[src/rtl/mfs_pkg.sv]
// Shared types and constants of the metaball field splat block.
package mfs_pkg;

    localparam logic [1:0] OP_CLEAR = 2'd0;
    localparam logic [1:0] OP_SPLAT = 2'd1;
    localparam logic [1:0] OP_READ  = 2'd2;

    localparam logic [2:0] REG_TILE_X    = 3'd0;
    localparam logic [2:0] REG_TILE_Y    = 3'd1;
    localparam logic [2:0] REG_TILE_Z    = 3'd2;
    localparam logic [2:0] REG_CUTOFF    = 3'd3;
    localparam logic [2:0] REG_THRESHOLD = 3'd4;

    localparam logic [15:0] CUTOFF_RESET    = 16'd1408;
    localparam logic [31:0] THRESHOLD_RESET = 32'd32873;

    // Kernel pipeline depth, issue register to write-back register.
    localparam int PIPE_STAGES = 25;

    typedef struct packed {
        logic [1:0]         op;
        logic signed [23:0] center_x;
        logic signed [23:0] center_y;
        logic signed [23:0] center_z;
        logic [15:0]        scale;
        logic [9:0]         corner_index;
    } t_req;

    typedef struct packed {
        logic [31:0] field_value;
        logic        inside_res;
        logic [9:0]  corners_added;
        logic        saturated;
    } t_rsp;

    typedef struct packed {
        logic take;      // latch the request, clear working results
        logic sweep_wr;  // write zero at the scan counter
        logic step;      // advance the corner counters
        logic issue;     // push the current corner into the kernel pipeline
        logic load_r;    // radius product
        logic load_r2;   // squared radius and per-axis origin
        logic rd_issue;  // read the store at the requested corner
        logic rd_cap;    // capture read data
        logic out_load;  // move working results to the output register
    } t_cmd;

    typedef struct packed {
        logic last;      // counter is at the final corner
        logic busy;      // kernel pipeline holds work
        logic r2_zero;   // zero radius
    } t_sts;

endpackage

[src/rtl/mfs_ctrl.sv]
// Sequencer: request handshake, clear sweep, splat scan, read, result handoff.
module mfs_ctrl (
    input  logic          i_clk,
    input  logic          i_rst_n,
    input  logic          i_req_valid,
    input  logic [1:0]    i_req_op,
    output logic          o_req_ready,
    output logic          o_rsp_valid,
    input  logic          i_rsp_ready,
    input  mfs_pkg::t_sts i_sts,
    output mfs_pkg::t_cmd o_cmd
);
    import mfs_pkg::*;

    typedef enum logic [3:0] {
        S_SWEEP, S_IDLE, S_MUL, S_SQR, S_SCAN, S_DRAIN, S_RD0, S_RD1, S_DONE
    } t_state;

    t_state r_state, n_state;
    logic   r_rep, n_rep;
    logic   r_out_v, n_out_v;
    t_cmd   cmd;

    always_comb begin
        cmd     = '0;
        n_state = r_state;
        n_rep   = r_rep;
        case (r_state)
            S_SWEEP: begin
                cmd.sweep_wr = 1'b1;
                cmd.step     = 1'b1;
                if (i_sts.last) begin
                    n_state = r_rep ? S_DONE : S_IDLE;
                end
            end
            S_IDLE: begin
                if (i_req_valid) begin
                    cmd.take = 1'b1;
                    case (i_req_op)
                        OP_CLEAR: begin
                            n_state = S_SWEEP;
                            n_rep   = 1'b1;
                        end
                        OP_SPLAT: n_state = S_MUL;
                        OP_READ:  n_state = S_RD0;
                        default:  n_state = S_DONE;
                    endcase
                end
            end
            S_MUL: begin
                cmd.load_r = 1'b1;
                n_state    = S_SQR;
            end
            S_SQR: begin
                cmd.load_r2 = 1'b1;
                n_state     = S_SCAN;
            end
            S_SCAN: begin
                if (i_sts.r2_zero) begin
                    n_state = S_DONE;
                end else begin
                    cmd.step  = 1'b1;
                    cmd.issue = 1'b1;
                    if (i_sts.last) begin
                        n_state = S_DRAIN;
                    end
                end
            end
            S_DRAIN: begin
                if (!i_sts.busy) begin
                    n_state = S_DONE;
                end
            end
            S_RD0: begin
                cmd.rd_issue = 1'b1;
                n_state      = S_RD1;
            end
            S_RD1: begin
                cmd.rd_cap = 1'b1;
                n_state    = S_DONE;
            end
            S_DONE: begin
                if (!r_out_v || i_rsp_ready) begin
                    cmd.out_load = 1'b1;
                    n_state      = S_IDLE;
                end
            end
            default: n_state = S_IDLE;
        endcase
        n_out_v = (r_out_v && !i_rsp_ready) || cmd.out_load;
    end

    always_ff @(posedge i_clk) begin
        if (!i_rst_n) begin
            r_state <= S_SWEEP;
            r_rep   <= 1'b0;
            r_out_v <= 1'b0;
        end else begin
            r_state <= n_state;
            r_rep   <= (r_state == S_SWEEP && i_sts.last) ? 1'b0 : n_rep;
            r_out_v <= n_out_v;
        end
    end

    assign o_req_ready = (r_state == S_IDLE);
    assign o_rsp_valid = r_out_v;
    assign o_cmd       = cmd;
endmodule

[config.mk]
export PLATFORM = sky130hd
export DESIGN_NAME = mfs_ctrl
export DESIGN_NICKNAME = d
export VERILOG_FILES = /design/src/rtl/mfs_pkg.sv /design/src/rtl/mfs_ctrl.sv
export SDC_FILE = /design/constraint.sdc
export NUM_CORES = 1
export LEC_CHECK = 0
export ABC_CLOCK_PERIOD_IN_PS = 1450
export BUFFER_PORTS_ARGS = -buffer_cell sky130_fd_sc_hd__buf_4
export CAP_MARGIN = 40
export CORE_MARGIN = 3
export CORE_UTILIZATION = 23
export CTS_CLUSTER_SIZE = 28
export DETAILED_ROUTE_END_ITERATION = 8
export GPL_TIMING_DRIVEN = 0
export SLEW_MARGIN = 5
export SYNTH_ARGS = -nofsm -noshare
export SYNTH_HDL_FRONTEND = slang
export SYNTH_SLANG_ARGS = --single-unit
export TNS_END_PERCENT = 50
[constraint.sdc]
create_clock -name i_clk -period 1.45 [get_ports i_clk]
set_input_delay 0.0725 -clock i_clk [delete_from_list [all_inputs] [get_ports i_clk]]
set_output_delay 0.0725 -clock i_clk [all_outputs]
set_load 0.02 [all_outputs]
# Word-level counts from Yosys, hierarchy flattened
# Cells that the tools add are included.
# totals
regBits	6
inputBits	9
out_inout_bits	11
wordCells	51
# op_classes
n_eq_ne	15
mux	21
n_bitwise	1
n_reduce_logical	11
# ops
cell	count
4-bit one-hot mux with 9 select lines	1
4-bit 2-to-1 mux	7
4-bit by 3-bit equality test with 1-bit output (second input constant)	4
4-bit one-hot mux with 3 select lines	1
1-bit 2-to-1 mux	10
4-bit by 2-bit equality test with 1-bit output (second input constant)	2
2-bit inequality test (second input constant)	4
5-bit AND reduction	1
4-bit by 1-bit equality test with 1-bit output (second input constant)	1
4-bit equality test (second input constant)	1
4-bit zero test	1
3-bit inequality test (second input constant)	1
3-bit AND reduction	1
2-bit by 1-bit equality test with 1-bit output (second input constant)	1
2-bit equality test (second input constant)	1
1-bit logical AND	2
1-bit zero test	2
2-bit zero test	1
1-bit logical OR	2
2-bit 2-to-1 mux	1
1-bit one-hot mux with 2 select lines	1
2-bit OR reduction	1
1-bit inverter	1

# Logic depth before layout (Yosys ltp)
# depth
ltp_word	5
depth_mapped	6
depth_no_buf	6

# Worst setup path before layout
# No wires, ideal clock.
# synth_timing
kind	flip-flop to flip-flop
start	register r_state[1]
end	register r_rep
setup_ps	152
t_arrival_ps	1349
required_ps	1298
slack_ps	-51
path_stages_with_launch	5
n_path_buf	1
synth_period_minus_slack_ps	1501
path_cell_list	dfxtp_1 -> or2_1 -> buf_6 -> nor3_1 -> a211oi_1
# synth_via
elab_chain_len	3
word_cells_on_any_way	5
classes_between	1 x eq/ne; 4 x reduce/logical
# synth_rtl
item	line_no	rtl
start: declaration	mfs_ctrl.sv:19	t_state r_state, n_state;
start signal: assignment	mfs_ctrl.sv:99	r_state <= n_state;
4-bit zero test	mfs_ctrl.sv:100	r_rep <= (r_state == S_SWEEP && i_sts.last) ? 1'b0 : n_rep;
1-bit logical AND	mfs_ctrl.sv:100	
2-bit OR reduction (no source line)	n/a	
end signal: assignment	mfs_ctrl.sv:100	
end: declaration	mfs_ctrl.sv:20	logic r_rep, n_rep;
# Parallel ways exist; a longest one is shown, timed or not.
# A chain may end at the register's enable or synchronous reset.

# Worst setup path after layout
# layout_timing
start	register r_state[2]
end	register r_state[3]
# layout_via
elab_chain_len	3
word_cells_on_any_way	16
classes_between	13 x eq/ne; 1 x mux; 2 x reduce/logical
# layout_rtl
item	line_no	rtl
4-bit by 3-bit equality test with 1-bit output (tied with other cells)	mfs_ctrl.sv:28	case (r_state)
3-bit inequality test (no source line) or 2-bit inequality test (tied branches)	n/a	
5-bit AND reduction (no source line)	n/a	
# Parallel ways exist; a longest one is shown, timed or not.

==> results.md <==
- Static leakage: 0.000326 uW
- Via count: between 500 and 600
- R2R Path Start: r_state[2]$_SDFFE_PN0P_
- Fin crit period: 1.41 ns
- Peak supply drop: 0.000407 V
- H-tree levels: 1
- Hold Path Depth: 2
- # setup viols final: 0
- Final Non-Filler Cells: roughly 120
- Top-area cell type share of the netlist area: 0.230
- Gr ovfl total: 0
- IO Count: 20
- Area of the die: 0.00288 mm2
- CP required: between 1.5 and 2 ns
- Max Fclk: 0.708 GHz
- Master of the slowest instance on the critical path: dfxtp_4
- Pwr Density: just under 1000 mW/mm2
- GPL Wtd Cong: 0.778
- DP Worst Slack: -0.0725 ns
- Area grow syn2layout: 43.8%
- HPWL Detailed: 1100 um
- GRT Util Overall: 0.103
- Vias in the first global route: about 470
- Clock-pin slew on the worst setup and hold paths: ~0.040 ns
- Initial antenna violation count: 0
- Clock skew: 0.00112 ns
- CTS root buffer: clkbuf_4
- RSZ-0062 raised after global routing: true
- WL per Instance: 11.5 um
- MaxCap Viol Count: 0
- Relative slew slack: 0.789
- Synth area leaders: dfxtp_1 (23%), ha_1 (7.2%), nor2_1 (5.7%), nor3_1 (4.8%), buf_6 (4.3%)
- Syn nets: 79
- Hold Crit Endpoint: r_rep$_SDFFE_PP0P_
- TritonCTS Sinks: 6
- Startpoint Class: flop
- Number of I/O port buffers: 19
- Initial DRC Count: 4
- Post-synthesis instance total: 67
- Clock Latency Late Sink: 0.24 ns
- Seq/Total Area, Yosys: 0.230
- Capturing point of the worst reg2reg path: r_state[3]$_SDFFE_PN0P_
- Worst path max stage delay: 0.36 ns
- DRC violations left: 0
- Routed Antenna Nets: 0
- Post-CTS Setup Bufs: 0
- Cts hold-fix bufs: 0
- Layout cells sized above 1: 0.382
- Via-to-Cell Ratio: 4.53
- Initial core utilization: 0.254
- Die height: between 50 and 60 um
- Arrival @ worst endpoint: 1.54 ns
- Worst R2R Path Depth: 4
- Fill cells: 216
- Core Box Area: 0.00206 mm2
- Total Routed Length: 1340 um
- Actual slew at the worst max-slew pin: 0.315 ns
- Worst setup EP type: flop
- Yosys warns: 0
- Post-Syn Area per Cell: 7.81 um2
- FF-to-FF setup slack: roughly 0.037 ns
- Placed cells: approximately 110
- Final nets: roughly 100
- Largest net degree at the start of global routing: 11
- CTS Buf Count: 3
- Critical path, cell by cell: or2_2 -> a211oi_4 -> nor4_1 -> o211a_1
- Yosys cell types: 31
- Outcome: finished, final reports clean
- Final worst-path cycle share: 0.974
- Mapped Area: ~520 um2
- Most frequent cells in the layout: buf_4 (19), nor2_1 (7), inv_1 (6)
- Diode count: 0
- Largest area contributor in the netlist: dfxtp_1
- Slew Limit Fails: 0
- Seq cells post-synth: 6
- Setup WS post-layout: between 0.03 and 0.04 ns
- Max clock buf depth: 2
- Die width: 53.7 um
- HP Start: i_sts[2]
- First-pass GRT wire length: approximately 2200 um
- Commonest non-fill, non-tap cell in the layout: buf_4
- Hold Violations, Final: 0
- FP Rows: 16
- First-pass DRT Iterations: 2
- CTS tree: yes
- Crit Path Category: flop to flop
- HP Class: input port to flop
- Crit-path max FO: 6
[state kept, by name, indices dropped and copies added (netlist names)]
signal / flops
r_state: 4
r_rep: 1
o_rsp_valid: 1
[worst max-delay path: cells and delay by family, from the launching register on]
kind             cells  cell delay [ns]
AO/OA/AOI/OAI        2             0.53
flip-flops           1             0.36
AND/OR/NAND/NOR      2             0.41
[cell usage after synthesis]
cell type and count:
nand2_1 5, buf_2 1, o21a_1 1, a31oi_1 2, and3_1 1, or2b_1 1, ha_1 3, o22ai_1 1
nor3_1 5, a211oi_1 1, o211a_1 1, nand3_1 1, nand2b_1 2, or2_1 1, nor4_4 1, a2111oi_0 2
nor4b_1 1, or2_2 1, dfxtp_1 6, nor2b_1 3, mux2i_1 1, inv_1 6, a211oi_4 1, o21ai_0 2
o211ai_1 1, nor2_1 8, buf_6 2, a221oi_1 1, and2_1 3, or3_1 1, nor4_1 1
[power by group]
part	switching, uW	internal, uW	leakage, uW
logic	211	174	0.000261
clock network	54.1	93.2	0.0000138
registers	18.5	182	0.0000505
total	284	450	0.000326
[routing by layer]
| metal | global-route usage | vias up | part of all wire |
|---|---|---|---|
| met5 | 0 | - | 0 |
| met1 | 0.133 | 228 | 0.48 |
| met4 | 0.0511 | 0 | 0 |
| li1 | - | 283 | - |
| met3 | 0.0166 | 0 | 0.055 |
| met2 | 0.165 | 14 | 0.47 |
[per-stage QoR]
stage	area (um2)	hold WS (ns)	total power, uW	util	TNS, ns
after floorplan	531	0.165	451	-	0
after global routing	752	0.0721	788	0.365	-0.0714
after global placement	707	0.294	569	0.343	-0.150
final	752	0.0574	734	0.365	0
after detailed placement	707	0.306	573	0.343	-0.117
after CTS	739	0.0504	740	0.359	0
[worst max path at each step]
| stage | to | start | slack, ns |
|---|---|---|---|
| finish | r_state[3]$_SDFFE_PN0P_ | r_state[2]$_SDFFE_PN0P_ | 0.04 |
| global route | r_state[3]$_SDFFE_PN0P_ | r_state[1]$_SDFFE_PN0P_ | -0.03 |
| CTS | r_state[2]$_SDFFE_PN0P_ | r_state[2]$_SDFFE_PN0P_ | 0.01 |
| detailed placement | r_state[2]$_SDFFE_PN0P_ | r_state[2]$_SDFFE_PN0P_ | -0.07 |
| global placement | r_state[2]$_SDFFE_PN0P_ | r_state[2]$_SDFFE_PN0P_ | -0.08 |
| floorplan | r_rep$_SDFFE_PP0P_ | r_state[1]$_SDFFE_PN0P_ | 0.12 |
[what timing repair did]
item | 4_1_cts | 5_1_grt
endpoints found under the setup margin | 5 | 6
gates resized for setup | 5 | 4
pin swaps | 0 | 2
[cell type report]
class                      instances  area (um2)  area share
buffer                             3        30.0      0.0399
tap                               27        33.8      0.0449
multi-input combinational         52         374       0.498
inverter                           6        22.5      0.0300
timing repair buffer              19         143       0.190
clock buffer                       3        22.5      0.0300
sequential                         6         126       0.168
[cell families (layout without fill, tap and decap cells)]
group                    Yosys count  count (layout)  synth area share
flip-flops                         6               6             0.230
buffers and inverters              9              31            0.0957
adder cells (fa/ha/maj)            3               3            0.0718
multiplexers                       1               1            0.0191
AND/OR/NAND/NOR                   35              35             0.378
AO/OA/AOI/OAI                     13              13             0.206
Power figures use the tool's default switching activity.
